--- src/rtl/core/linear_blend_skinning_unit_macros.svh ---
// assertion macros for the linear blend skinning unit
// no dependencies; included by the top level, which provides clk and rst_n
`ifndef LINEAR_BLEND_SKINNING_UNIT_MACROS_SVH
`define LINEAR_BLEND_SKINNING_UNIT_MACROS_SVH

// same-cycle implication
`define LBS_ASSERT_IMP(lbl, ante, cons) \
  lbl: assert property (@(posedge clk) disable iff (!rst_n) (ante) |-> (cons)) \
    else $error("lbs check failed");

// next-cycle implication
`define LBS_ASSERT_NXT(lbl, ante, cons) \
  lbl: assert property (@(posedge clk) disable iff (!rst_n) (ante) |=> (cons)) \
    else $error("lbs check failed");

`endif

--- src/rtl/core/lbs_pkg.sv ---
// shared types, constants and the micro-op table of the skinning unit
// no dependencies
package lbs_pkg;

  localparam int BONE_COUNT = 64;
  localparam int BONE_AW    = $clog2(BONE_COUNT);
  localparam int N_OPS      = 33;
  localparam int LAST_STEP  = N_OPS + 1;

  typedef enum logic [1:0] {OP_FRAME, OP_BIND, OP_SKIN} lbs_opcode_t;

  typedef struct packed {
    logic signed [31:0] x;
    logic signed [31:0] y;
    logic signed [31:0] z;
  } lbs_vec3_t;

  typedef struct packed {
    logic go;
    logic clr_sum;
  } lbs_dp_ctrl_t;

  typedef struct packed {
    logic done;
  } lbs_dp_stat_t;

  typedef enum logic [2:0] {A_QW, A_QX, A_QY, A_QZ, A_DX, A_DY, A_DZ, A_W} lbs_asel_t;
  typedef enum logic [2:0] {B_QW, B_QX, B_QY, B_QZ, B_M, B_PLO, B_PHI} lbs_bsel_t;
  typedef enum logic [1:0] {WB_NONE, WB_MAT, WB_POS, WB_SUM} lbs_wb_t;

  typedef struct packed {
    lbs_asel_t  a;
    lbs_bsel_t  b;
    logic       first;
    logic       neg;
    logic       hi;
    lbs_wb_t    wb;
    logic       diag;
    logic [3:0] idx;
  } lbs_op_t;

  // one product per step: rotation matrix, matrix times offset, weighting
  function automatic lbs_op_t lbs_op(input logic [5:0] k);
    lbs_op_t o;
    o = '{a: A_W, b: B_PLO, first: 1'b0, neg: 1'b0, hi: 1'b0,
          wb: WB_NONE, diag: 1'b0, idx: 4'd0};
    case (k)
      // m00 = 1 - 2(yy + zz)
      6'd0:  begin o.a = A_QY; o.b = B_QY; o.first = 1'b1; o.neg = 1'b1; end
      6'd1:  begin o.a = A_QZ; o.b = B_QZ; o.neg = 1'b1; o.wb = WB_MAT; o.diag = 1'b1;
                   o.idx = 4'd0; end
      // m01 = 2(xy - wz)
      6'd2:  begin o.a = A_QX; o.b = B_QY; o.first = 1'b1; end
      6'd3:  begin o.a = A_QW; o.b = B_QZ; o.neg = 1'b1; o.wb = WB_MAT; o.idx = 4'd1; end
      // m02 = 2(xz + wy)
      6'd4:  begin o.a = A_QX; o.b = B_QZ; o.first = 1'b1; end
      6'd5:  begin o.a = A_QW; o.b = B_QY; o.wb = WB_MAT; o.idx = 4'd2; end
      // m10 = 2(xy + wz)
      6'd6:  begin o.a = A_QX; o.b = B_QY; o.first = 1'b1; end
      6'd7:  begin o.a = A_QW; o.b = B_QZ; o.wb = WB_MAT; o.idx = 4'd3; end
      // m11 = 1 - 2(xx + zz)
      6'd8:  begin o.a = A_QX; o.b = B_QX; o.first = 1'b1; o.neg = 1'b1; end
      6'd9:  begin o.a = A_QZ; o.b = B_QZ; o.neg = 1'b1; o.wb = WB_MAT; o.diag = 1'b1;
                   o.idx = 4'd4; end
      // m12 = 2(yz - wx)
      6'd10: begin o.a = A_QY; o.b = B_QZ; o.first = 1'b1; end
      6'd11: begin o.a = A_QW; o.b = B_QX; o.neg = 1'b1; o.wb = WB_MAT; o.idx = 4'd5; end
      // m20 = 2(xz - wy)
      6'd12: begin o.a = A_QX; o.b = B_QZ; o.first = 1'b1; end
      6'd13: begin o.a = A_QW; o.b = B_QY; o.neg = 1'b1; o.wb = WB_MAT; o.idx = 4'd6; end
      // m21 = 2(yz + wx)
      6'd14: begin o.a = A_QY; o.b = B_QZ; o.first = 1'b1; end
      6'd15: begin o.a = A_QW; o.b = B_QX; o.wb = WB_MAT; o.idx = 4'd7; end
      // m22 = 1 - 2(xx + yy)
      6'd16: begin o.a = A_QX; o.b = B_QX; o.first = 1'b1; o.neg = 1'b1; end
      6'd17: begin o.a = A_QY; o.b = B_QY; o.neg = 1'b1; o.wb = WB_MAT; o.diag = 1'b1;
                   o.idx = 4'd8; end
      // rows of matrix times offset, plus current translation
      6'd18: begin o.a = A_DX; o.b = B_M; o.idx = 4'd0; o.first = 1'b1; end
      6'd19: begin o.a = A_DY; o.b = B_M; o.idx = 4'd1; end
      6'd20: begin o.a = A_DZ; o.b = B_M; o.idx = 4'd2; end
      6'd21: begin o.a = A_DX; o.b = B_M; o.idx = 4'd3; o.first = 1'b1; end
      6'd22: begin o.a = A_DY; o.b = B_M; o.idx = 4'd4; end
      6'd23: begin o.a = A_DZ; o.b = B_M; o.idx = 4'd5; end
      6'd24: begin o.a = A_DX; o.b = B_M; o.idx = 4'd6; o.first = 1'b1; end
      6'd25: begin o.a = A_DY; o.b = B_M; o.idx = 4'd7; end
      6'd26: begin o.a = A_DZ; o.b = B_M; o.idx = 4'd8; end
      // weighting, low and high halves of the position
      6'd27: begin o.b = B_PLO; o.idx = 4'd0; o.first = 1'b1; end
      6'd28: begin o.b = B_PHI; o.idx = 4'd0; o.hi = 1'b1; o.wb = WB_SUM; end
      6'd29: begin o.b = B_PLO; o.idx = 4'd1; o.first = 1'b1; end
      6'd30: begin o.b = B_PHI; o.idx = 4'd1; o.hi = 1'b1; o.wb = WB_SUM; end
      6'd31: begin o.b = B_PLO; o.idx = 4'd2; o.first = 1'b1; end
      6'd32: begin o.b = B_PHI; o.idx = 4'd2; o.hi = 1'b1; o.wb = WB_SUM; end
      default: o.first = 1'b0;
    endcase
    // row ends write the position lane
    if (k == 6'd20) begin o.wb = WB_POS; o.idx = 4'd2; end
    if (k == 6'd23) begin o.wb = WB_POS; o.idx = 4'd5; end
    if (k == 6'd26) begin o.wb = WB_POS; o.idx = 4'd8; end
    return o;
  endfunction

  // 48-bit accumulator to 32 bits with clip flag in bit 32
  function automatic logic [32:0] lbs_sat(input logic signed [47:0] s);
    logic hi_clip;
    logic lo_clip;
    hi_clip = !s[47] && (|s[46:31]);
    lo_clip = s[47] && !(&s[46:31]);
    if (hi_clip) return {1'b1, 32'h7fff_ffff};
    if (lo_clip) return {1'b1, 32'h8000_0000};
    return {1'b0, s[31:0]};
  endfunction

endpackage

--- src/rtl/core/lbs_datapath.sv ---
// shared multiplier, accumulator and step sequencer for one influence
// depends on lbs_pkg
module lbs_datapath import lbs_pkg::*; (
  input  logic               clk,
  input  logic               rst_n,
  input  lbs_dp_ctrl_t       ctrl,
  output lbs_dp_stat_t       stat,
  input  logic [63:0]        rot,
  input  lbs_vec3_t          cur,
  input  lbs_vec3_t          bnd,
  input  lbs_vec3_t          vtx,
  input  logic [16:0]        weight,
  output logic signed [47:0] sum_x,
  output logic signed [47:0] sum_y,
  output logic signed [47:0] sum_z
);

  logic               run_r;
  logic [5:0]         step_r;
  logic signed [32:0] d_r   [3];
  logic signed [21:0] m_r   [9];
  logic signed [41:0] p_r   [3];
  logic signed [54:0] prod_r;
  logic signed [61:0] acc_r;
  logic signed [47:0] sum_r [3];

  lbs_op_t            op_m, op_a, op_w;
  logic signed [15:0] qw, qx, qy, qz;
  logic signed [31:0] tv [3];
  logic signed [32:0] mul_a;
  logic signed [21:0] mul_b;
  logic signed [61:0] prodx, acc_nxt, mat_v, rnd_v;
  logic               acc_en, wb_en;

  assign qw = rot[63:48];
  assign qx = rot[47:32];
  assign qy = rot[31:16];
  assign qz = rot[15:0];
  assign tv[0] = cur.x;
  assign tv[1] = cur.y;
  assign tv[2] = cur.z;

  // ops issued, accumulated and written back this cycle
  assign op_m   = lbs_op(step_r);
  assign op_a   = lbs_op(step_r - 6'd1);
  assign op_w   = lbs_op(step_r - 6'd2);
  assign acc_en = run_r && (step_r >= 6'd1) && (step_r <= 6'(N_OPS));
  assign wb_en  = run_r && (step_r >= 6'd2);
  assign stat.done = run_r && (step_r == 6'(LAST_STEP));

  // multiplier operand select
  always_comb begin
    case (op_m.a)
      A_QW:    mul_a = 33'(qw);
      A_QX:    mul_a = 33'(qx);
      A_QY:    mul_a = 33'(qy);
      A_QZ:    mul_a = 33'(qz);
      A_DX:    mul_a = d_r[0];
      A_DY:    mul_a = d_r[1];
      A_DZ:    mul_a = d_r[2];
      default: mul_a = $signed({16'd0, weight});
    endcase
    case (op_m.b)
      B_QW:    mul_b = 22'(qw);
      B_QX:    mul_b = 22'(qx);
      B_QY:    mul_b = 22'(qy);
      B_QZ:    mul_b = 22'(qz);
      B_M:     mul_b = m_r[op_m.idx];
      B_PLO:   mul_b = $signed({1'b0, p_r[op_m.idx[1:0]][20:0]});
      default: mul_b = 22'($signed(p_r[op_m.idx[1:0]][41:21]));
    endcase
  end

  // accumulate and writeback arithmetic
  always_comb begin
    prodx   = op_a.hi ? (62'(prod_r) <<< 21) : 62'(prod_r);
    acc_nxt = (op_a.first ? 62'sd0 : acc_r) + (op_a.neg ? -prodx : prodx);
    mat_v   = (op_w.diag ? (62'sd1 <<< 28) : 62'sd0) + (acc_r <<< 1) + 62'sd2048;
    rnd_v   = (acc_r + 62'sd32768) >>> 16;
  end

  // sequencer and datapath registers
  always_ff @(posedge clk) begin
    if (!rst_n) begin
      run_r  <= 1'b0;
      step_r <= '0;
      for (int i = 0; i < 3; i++) sum_r[i] <= '0;
    end else begin
      if (ctrl.go) begin
        run_r  <= 1'b1;
        step_r <= '0;
      end else if (run_r) begin
        if (step_r == 6'(LAST_STEP)) begin
          run_r <= 1'b0;
        end
        step_r <= step_r + 6'd1;
      end
      if (ctrl.clr_sum) begin
        for (int i = 0; i < 3; i++) sum_r[i] <= '0;
      end else if (wb_en && op_w.wb == WB_SUM) begin
        sum_r[op_w.idx[1:0]] <= sum_r[op_w.idx[1:0]] + rnd_v[47:0];
      end
    end
  end

  // payload registers
  always_ff @(posedge clk) begin
    prod_r <= mul_a * mul_b;
    if (acc_en) begin
      acc_r <= acc_nxt;
    end
    if (run_r && step_r == 6'd0) begin
      d_r[0] <= 33'(vtx.x) - 33'(bnd.x);
      d_r[1] <= 33'(vtx.y) - 33'(bnd.y);
      d_r[2] <= 33'(vtx.z) - 33'(bnd.z);
    end
    if (wb_en && op_w.wb == WB_MAT) begin
      m_r[op_w.idx] <= mat_v[33:12];
    end
    if (wb_en && op_w.wb == WB_POS) begin
      case (op_w.idx)
        4'd2:    p_r[0] <= rnd_v[41:0] + 42'(tv[0]);
        4'd5:    p_r[1] <= rnd_v[41:0] + 42'(tv[1]);
        default: p_r[2] <= rnd_v[41:0] + 42'(tv[2]);
      endcase
    end
  end

  assign sum_x = sum_r[0];
  assign sum_y = sum_r[1];
  assign sum_z = sum_r[2];

endmodule

--- config.mk ---
export PLATFORM = sky130hd
export DESIGN_NAME = lbs_datapath
export DESIGN_NICKNAME = d
export VERILOG_FILES = /design/src/rtl/core/linear_blend_skinning_unit_macros.svh /design/src/rtl/core/lbs_pkg.sv /design/src/rtl/core/lbs_datapath.sv
export SDC_FILE = /design/constraint.sdc
export NUM_CORES = 2
export LEC_CHECK = 0
export BUFFER_PORTS_ARGS = -buffer_cell sky130_fd_sc_hd__buf_2
export CORE_MARGIN = 5
export CORE_UTILIZATION = 45
export CTS_CLUSTER_DIAMETER = 60
export DETAILED_ROUTE_END_ITERATION = 10
export SLEW_MARGIN = 20
export SYNTH_ARGS = -nofsm -noshare
export SYNTH_HDL_FRONTEND = slang
export SYNTH_SLANG_ARGS = --single-unit
--- constraint.sdc ---
create_clock -name clk -period 19.75 [get_ports clk]
set_input_delay 3.95 -clock clk [delete_from_list [all_inputs] [get_ports clk]]
set_output_delay 3.95 -clock clk [all_outputs]
set_load 0.005 [all_outputs]
**Yosys cells after proc, flatten, opt, wreduce, memory -nomap -nowiden**

Memories as Yosys holds them, arrays and structs flattened.
Cells that the tools add are included.

- Register bits: 124
- Memory bits (writable): 567
- Memories kept: 4

- $add $sub $neg: 15
- $mul: 1
- Order comparisons: 3
- Eq/ne operators: 93
- Muxes and demuxes: 60
- Bitwise logic cells: 4
- Reduce and logical (&&, ||, !) cells: 47

Memory list:

| memory | words | width | read ports | clocked after memory_dff | wr ports | RTL line | source |
|---|---|---|---|---|---|---|---|
| m_r | 9 | 22 | 1 | 0 | 1 | lbs_datapath.sv:21 | `logic signed [21:0] m_r [9];` |
| sum_r | 3 | 48 | 4 | 0 | 3 | lbs_datapath.sv:25 | `logic signed [47:0] sum_r [3];` |
| p_r | 3 | 42 | 1 | 0 | 1 | lbs_datapath.sv:22 | `logic signed [41:0] p_r [3];` |
| d_r | 3 | 33 | 3 | 0 | 3 | lbs_datapath.sv:20 | `logic signed [32:0] d_r [3];` |

Operators by type and width:

| operator | number |
|---|---|
| $pmux 33 s7 | 1 |
| $eq 6x5->1 const B | 38 |
| $mux 48 | 4 |
| $mux 62 | 3 |
| $pmux 22 s6 | 1 |
| $add 42x42->42 | 3 |
| $eq 6x4->1 const B | 19 |
| $sub 32x32->33 | 3 |
| $mux 42 | 2 |
| $reduce_or 42->1 | 2 |
| $pmux 4 s8 | 2 |
| $add 62x17->62 const B | 1 |
| $add 62x62->62 | 1 |
| $neg 62->62 | 1 |
| $mul 33x22->55 | 1 |
| $add 48x48->48 | 1 |
| $eq 6x3->1 const B | 8 |
| $reduce_or 48->1 | 1 |
| $add 30x34->34 | 1 |
| $add 34x13->34 const B | 1 |
| $mux 1 | 31 |
| $eq 6x2->1 const B | 5 |
| $mux 29 | 1 |
| $reduce_or 3->1 | 9 |
| 31 further kinds | 83 |

**Depth between registers and ports, before layout**

- Depth after elaboration: 15
- Depth in mapped cells: 42

**Worst setup path after synthesis**

OpenSTA, ideal clock, no wires.

- Kind: input -> register
- From: input port rot[31]
- To: register prod_r[50]
- Library setup time: 72 ps
- Arrival: 11246 ps
- Path slack: 8431 ps
- Cell stages on the path: 28
- Path buffers: 2
- Cell sequence: mux2i_1 > nor2_1 > a221oi_1 > clkbuf_1 > o21ai_0 > clkbuf_1 > nand2_1 > fa_1 > fa_1 > fa_1 > inv_1 > fa_1 > fa_1 > fa_1 > inv_1 > fa_1 > inv_1 > ha_1 > a21o_1 > a21o_1 > a311o_1 > a221o_1 > a21oi_1 > o32a_1 > a211oi_1 > or3_1 > a21oi_1 > xnor2_1

- Cells in the longest elaborated chain, start to end: 2

Ends and longest elaborated chain:

| what | RTL line | source |
|---|---|---|
| start: declaration | lbs_datapath.sv:8 | `input logic [63:0] rot,` |
| $pmux 33 s7 / $pmux 22 s6 (equally long branches) | lbs_datapath.sv:53, lbs_datapath.sv:63 |  |
| $mul 33x22->55 * | lbs_datapath.sv:108 | `prod_r <= mul_a * mul_b;` |
| end signal: assignment | lbs_datapath.sv:108 |  |
| end: declaration | lbs_datapath.sv:23 | `logic signed [54:0] prod_r;` |

Every way passes the cells marked *; elsewhere a longest branch is shown, timed or not.
A chain may end at the register's enable or synchronous reset.

**Worst setup path in the final report**

- From: register step_r[1]
- To: register prod_r[53]

- Cells in the longest elaborated chain, start to end: 9

Ends and longest elaborated chain:

| what | RTL line | source |
|---|---|---|
| start: declaration | lbs_datapath.sv:19 | `logic [5:0] step_r;` |
| start signal: assignment | lbs_datapath.sv:96 | `step_r <= step_r + 6'd1;` |
| $eq 6x5->1 (tied with other cells) | lbs_pkg.sv:47 | `case (k)` |
| $reduce_or 4->1 (no line) (tied with other cells) | - |  |
| $pmux 4 s8 | lbs_pkg.sv:47 |  |
| $mux 4 | lbs_pkg.sv:98 | `if (k == 6'd20) begin o.wb = WB_POS; o.idx = 4'd2; end` |
| $mux 4 | lbs_pkg.sv:99 | `if (k == 6'd23) begin o.wb = WB_POS; o.idx = 4'd5; end` |
| $mux 4 | lbs_pkg.sv:100 | `if (k == 6'd26) begin o.wb = WB_POS; o.idx = 4'd8; end` |
| $mem_v2 9x22 / $mem_v2 3x42 (equally long branches) | - |  |
| $pmux 22 s6 | lbs_datapath.sv:63 | `case (op_m.b)` |
| $mul 33x22->55 * | lbs_datapath.sv:108 |  |

Marked as above.

==> Flow_metrics.wiki <==
{| class="wikitable"
! Metric !! Value
|-
| Outcome || completed
|-
| Post-CTS sizing || 0
|-
| Met2 layer usage reported by global route || 0.447
|-
| Buffer type at the clock tree root || sky130_fd_sc_hd__clkbuf_16
|-
| Clock Path Buffers || 3
|-
| Detail Placement HPWL || 204,000 um
|-
| Area enclosed by the die boundary || 177,000 um2
|-
| Seq/Total Area, Yosys || 0.283
|-
| Global Route met1 Usage || 0.401
|-
| Clock skew after layout || 0.0577 ns
|-
| Remaining max-slew budget at the tightest pin || 0.173
|-
| Total of buffers placed on input and output ports || 517
|-
| Average wire per standard cell || 23.9 um
|-
| Total number of vias || 62.0k
|-
| Number of DRC violations after detailed routing || 0
|-
| Hold Buf Count CTS || 0
|-
| Reg-to-Reg Start || step_r[1]
|-
| Grt total ovfl || 0
|-
| Total GRT Usage || 0.284
|-
| Number of enable flip-flop cells after synthesis || 677
|-
| Chip Height || 421 um
|-
| Num CTS Buffers || 95
|-
| Setup Total Neg Slack || 0 ns
|-
| Arr. time, crit path || 13.50 ns
|-
| Count of final max-slew check failures || 0
|-
| Fin crit period || 12.95 ns
|-
| Maximum number of pins on one net before global-route repair || 155
|-
| Fraction of final layout cells with drive strength greater than 1 || 0.115
|-
| Synth area leader || sky130_fd_sc_hd__edfxtp_1
|-
| Number of instances in the synthesized netlist || 8,098
|-
| Max-cap check violation count || 0
|-
| Crit Path Class || register to register
|-
| Transition time at the pin with the least slew margin || 1.23 ns
|-
| Initial standard-cell utilization of the core || 0.451
|-
| Average cell area after synthesis || 9.40 um2
|-
| WP data required || 20.30 ns
|-
| Routability-driven placement congestion ratio || 0.943
|-
| Total iterations of the first detailed-routing run || 7
|-
| Maximum cell stage delay along the critical path || 0.82 ns
|-
| Hold Path Origin || acc_r[0]
|-
| Routed WL || 258,000 um
|-
| Portion of the clock cycle consumed by the worst path in the final layout || 0.656
|-
| Maximum fanout along the worst path || 41
|-
| Design area || 84,500 um2
|-
| Crit-path most repeated cell || sky130_fd_sc_hd__fa_1
|-
| H-tree levels || 3
|-
| CTS sink cnt || 739
|-
| Number of buffers inserted by post-CTS setup repair || 0
|-
| Net Count, Synth || 9,697
|-
| Clock-pin slew reported for the worst setup and hold paths after clock tree synthesis || 0.05 ns
|-
| Worst reg-to-reg path cell count || 36
|-
| M3 GR Usage || 0.0505
|-
| Path class of the lowest-slack min-delay path || register to register
|-
| Number of nets in the finished design || 10.1k
|-
| Number of warning messages in the yosys log || 0
|-
| Clock tree from TritonCTS || built
|-
| Post-DP Area || 81,300 um2
|-
| Register-to-register setup slack || 6.80 ns
|-
| Count of standard-cell rows || 151
|-
| Cell area after synthesis || 76,100 um2
|-
| FFs w/ async S/R, synth || 0
|-
| Remaining number of nets flagged by the antenna check after routing || 0
|-
| Num ports || 518
|-
| 1st-iter DRT viols || 5,536
|-
| Post-synthesis to final-layout area growth || 11.0%
|-
| Count of state elements after synthesis || 739
|-
| Top flip-flop cell by instance count after synthesis || sky130_fd_sc_hd__edfxtp_1
|-
| Slowest cell on the critical path || sky130_fd_sc_hd__a2111oi_2
|-
| Hold Path Depth || 2
|-
| Number of distinct standard cells referenced by the synthesized netlist || 99
|-
| Setup violators final || 0
|-
| Antenna violations before repair || 23
|-
| Horizontal die dimension || 421 um
|-
| Worst-case hold path end point || acc_r[0]
|-
| Most crowded layer after global routing || met2
|-
| Fmax || 77.2 MHz
|-
| Unrepaired setup endpoints after global routing || false
|-
| Type of origin of the critical path || register
|-
| Final-layout fill cell count || 15.8k
|-
| Vias per Instance || 5.75
|-
| Endpoint of the most critical register-to-register path || prod_r[53]
|-
| Via count of the first global-routing pass || 61.7k
|-
| Final number of hold-violating endpoints || 0
|-
| Core area || 169,000 um2
|-
| Clk Latency, worst-skew pair || 0.72 ns
|-
| Portion of synthesized cell area occupied by the leading cell type || 0.267
|-
| Wire length of the first global-routing pass || 387,000 um
|-
| Leading post-synthesis cells by cell area || sky130_fd_sc_hd__edfxtp_1 (27%), sky130_fd_sc_hd__fa_1 (19%), sky130_fd_sc_hd__ha_1 (8.2%)
|-
| Endpoint class of the critical path || register
|}
-- state kept, by name, indices dropped and copies added (netlist names) --
signal,cells
acc_r,62
d_r,99
m_r,198
p_r,126
prod_r,55
step_r,6
run_r,1
sum_r,192
-- final cells by class --
cell class | count | area [um2] | share of cell area
Antenna cell | 2 | 5.00 | 0.0000593
Clock buffer | 109 | 2490 | 0.0295
Clock inverter | 67 | 641 | 0.00758
Inverter | 1051 | 3950 | 0.0467
Multi-Input combinational cell | 5950 | 49500 | 0.586
Sequential cell | 739 | 21600 | 0.255
Tap cell | 2218 | 2780 | 0.0329
Timing Repair Buffer | 647 | 3580 | 0.0423
-- critical path, delay by kind of cell, from the launching register on --
family,cells,cell delay [ns]
multiplexers,1,0.60
flip-flops,1,0.54
AND/OR/NAND/NOR,6,1.70
AO/OA/AOI/OAI,12,4.14
buffers and inverters,7,1.37
adder cells (fa/ha/maj),9,4.07
XOR/XNOR,1,0.17
-- worst max path at each step --
stage               startpoint         end  slack, ns  cells after the start
floorplan              rot[31]  prod_r[50]       8.43                     28
global placement       rot[15]  prod_r[53]       6.67                     30
detailed placement     rot[15]  prod_r[53]       6.58                     30
CTS                  step_r[1]  prod_r[53]       6.88                     36
global route         step_r[1]  prod_r[53]       6.12                     35
finish               step_r[1]  prod_r[53]       6.80                     36
-- placed cells by master, fill, tap and decap left out, drive strengths merged, types with 283 or more instances in the layout --
cell type / netlist / routed
fa: 729 / 729
a21oi: 413 / 413
o21ai: 307 / 307
ha: 497 / 497
buf: 109 / 647
nand2: 754 / 754
inv: 1048 / 1069
nor2: 795 / 795
edfxtp: 677 / 677
xnor2: 283 / 283
-- per-stage QoR --
step	hold WS, ns	util	instances	worst slack [ns]
2_1_floorplan	0.599	-	8098	8.43
3_3_place_gp	0.631	0.482	10600	6.67
3_5_place_dp	0.635	0.482	10600	6.58
4_1_cts	0.654	0.500	10800	6.88
5_1_grt	0.666	0.501	10800	6.12
6_report	0.649	0.501	10800	6.80
-- cells in the mapped netlist, types with 63 or more instances --
cell and instances:
sky130_fd_sc_hd__edfxtp_1 677, sky130_fd_sc_hd__nor2b_1 80, sky130_fd_sc_hd__ha_1 497, sky130_fd_sc_hd__xnor2_1 283, sky130_fd_sc_hd__nand2_1 753, sky130_fd_sc_hd__o21ai_0 286, sky130_fd_sc_hd__o22ai_1 104, sky130_fd_sc_hd__nand2b_1 94
sky130_fd_sc_hd__mux2i_1 213, sky130_fd_sc_hd__fa_1 729, sky130_fd_sc_hd__nand3_1 129, sky130_fd_sc_hd__o21bai_1 65, sky130_fd_sc_hd__and2_1 119, sky130_fd_sc_hd__and3_1 74, sky130_fd_sc_hd__a21o_1 228, sky130_fd_sc_hd__a21oi_1 413
sky130_fd_sc_hd__xor2_1 184, sky130_fd_sc_hd__o21a_1 75, sky130_fd_sc_hd__buf_2 63, sky130_fd_sc_hd__clkbuf_1 248, sky130_fd_sc_hd__nor3_1 130, sky130_fd_sc_hd__nand4_1 72, sky130_fd_sc_hd__inv_1 1048, sky130_fd_sc_hd__nor2_1 794
sky130_fd_sc_hd__a211oi_1 84
-- layer usage --
layer | share of wire | routed length, um
met5 | 0 | 0
met4 | 0.037 | 9540
met3 | 0.083 | 21400
met2 | 0.45 | 116000
met1 | 0.43 | 111000
-- cell families (layout without fill, tap and decap cells) --
group / count (synthesis) / after routing / share of synthesized area
xor gates and xnor gates: 468 / 468 / 0.0541
and+or+nand+nor: 2414 / 2414 / 0.146
adders and majority gates: 1226 / 1226 / 0.273
buffers and inverters: 1409 / 1874 / 0.0717
muxes: 247 / 247 / 0.0357
other: 0 / 2 / 0
DFF: 739 / 739 / 0.283
AOI/OAI and AO/OA: 1595 / 1595 / 0.136
Power is not shown: default switching activity piles up to over one toggle a cycle in this logic, so the estimate is an artifact.
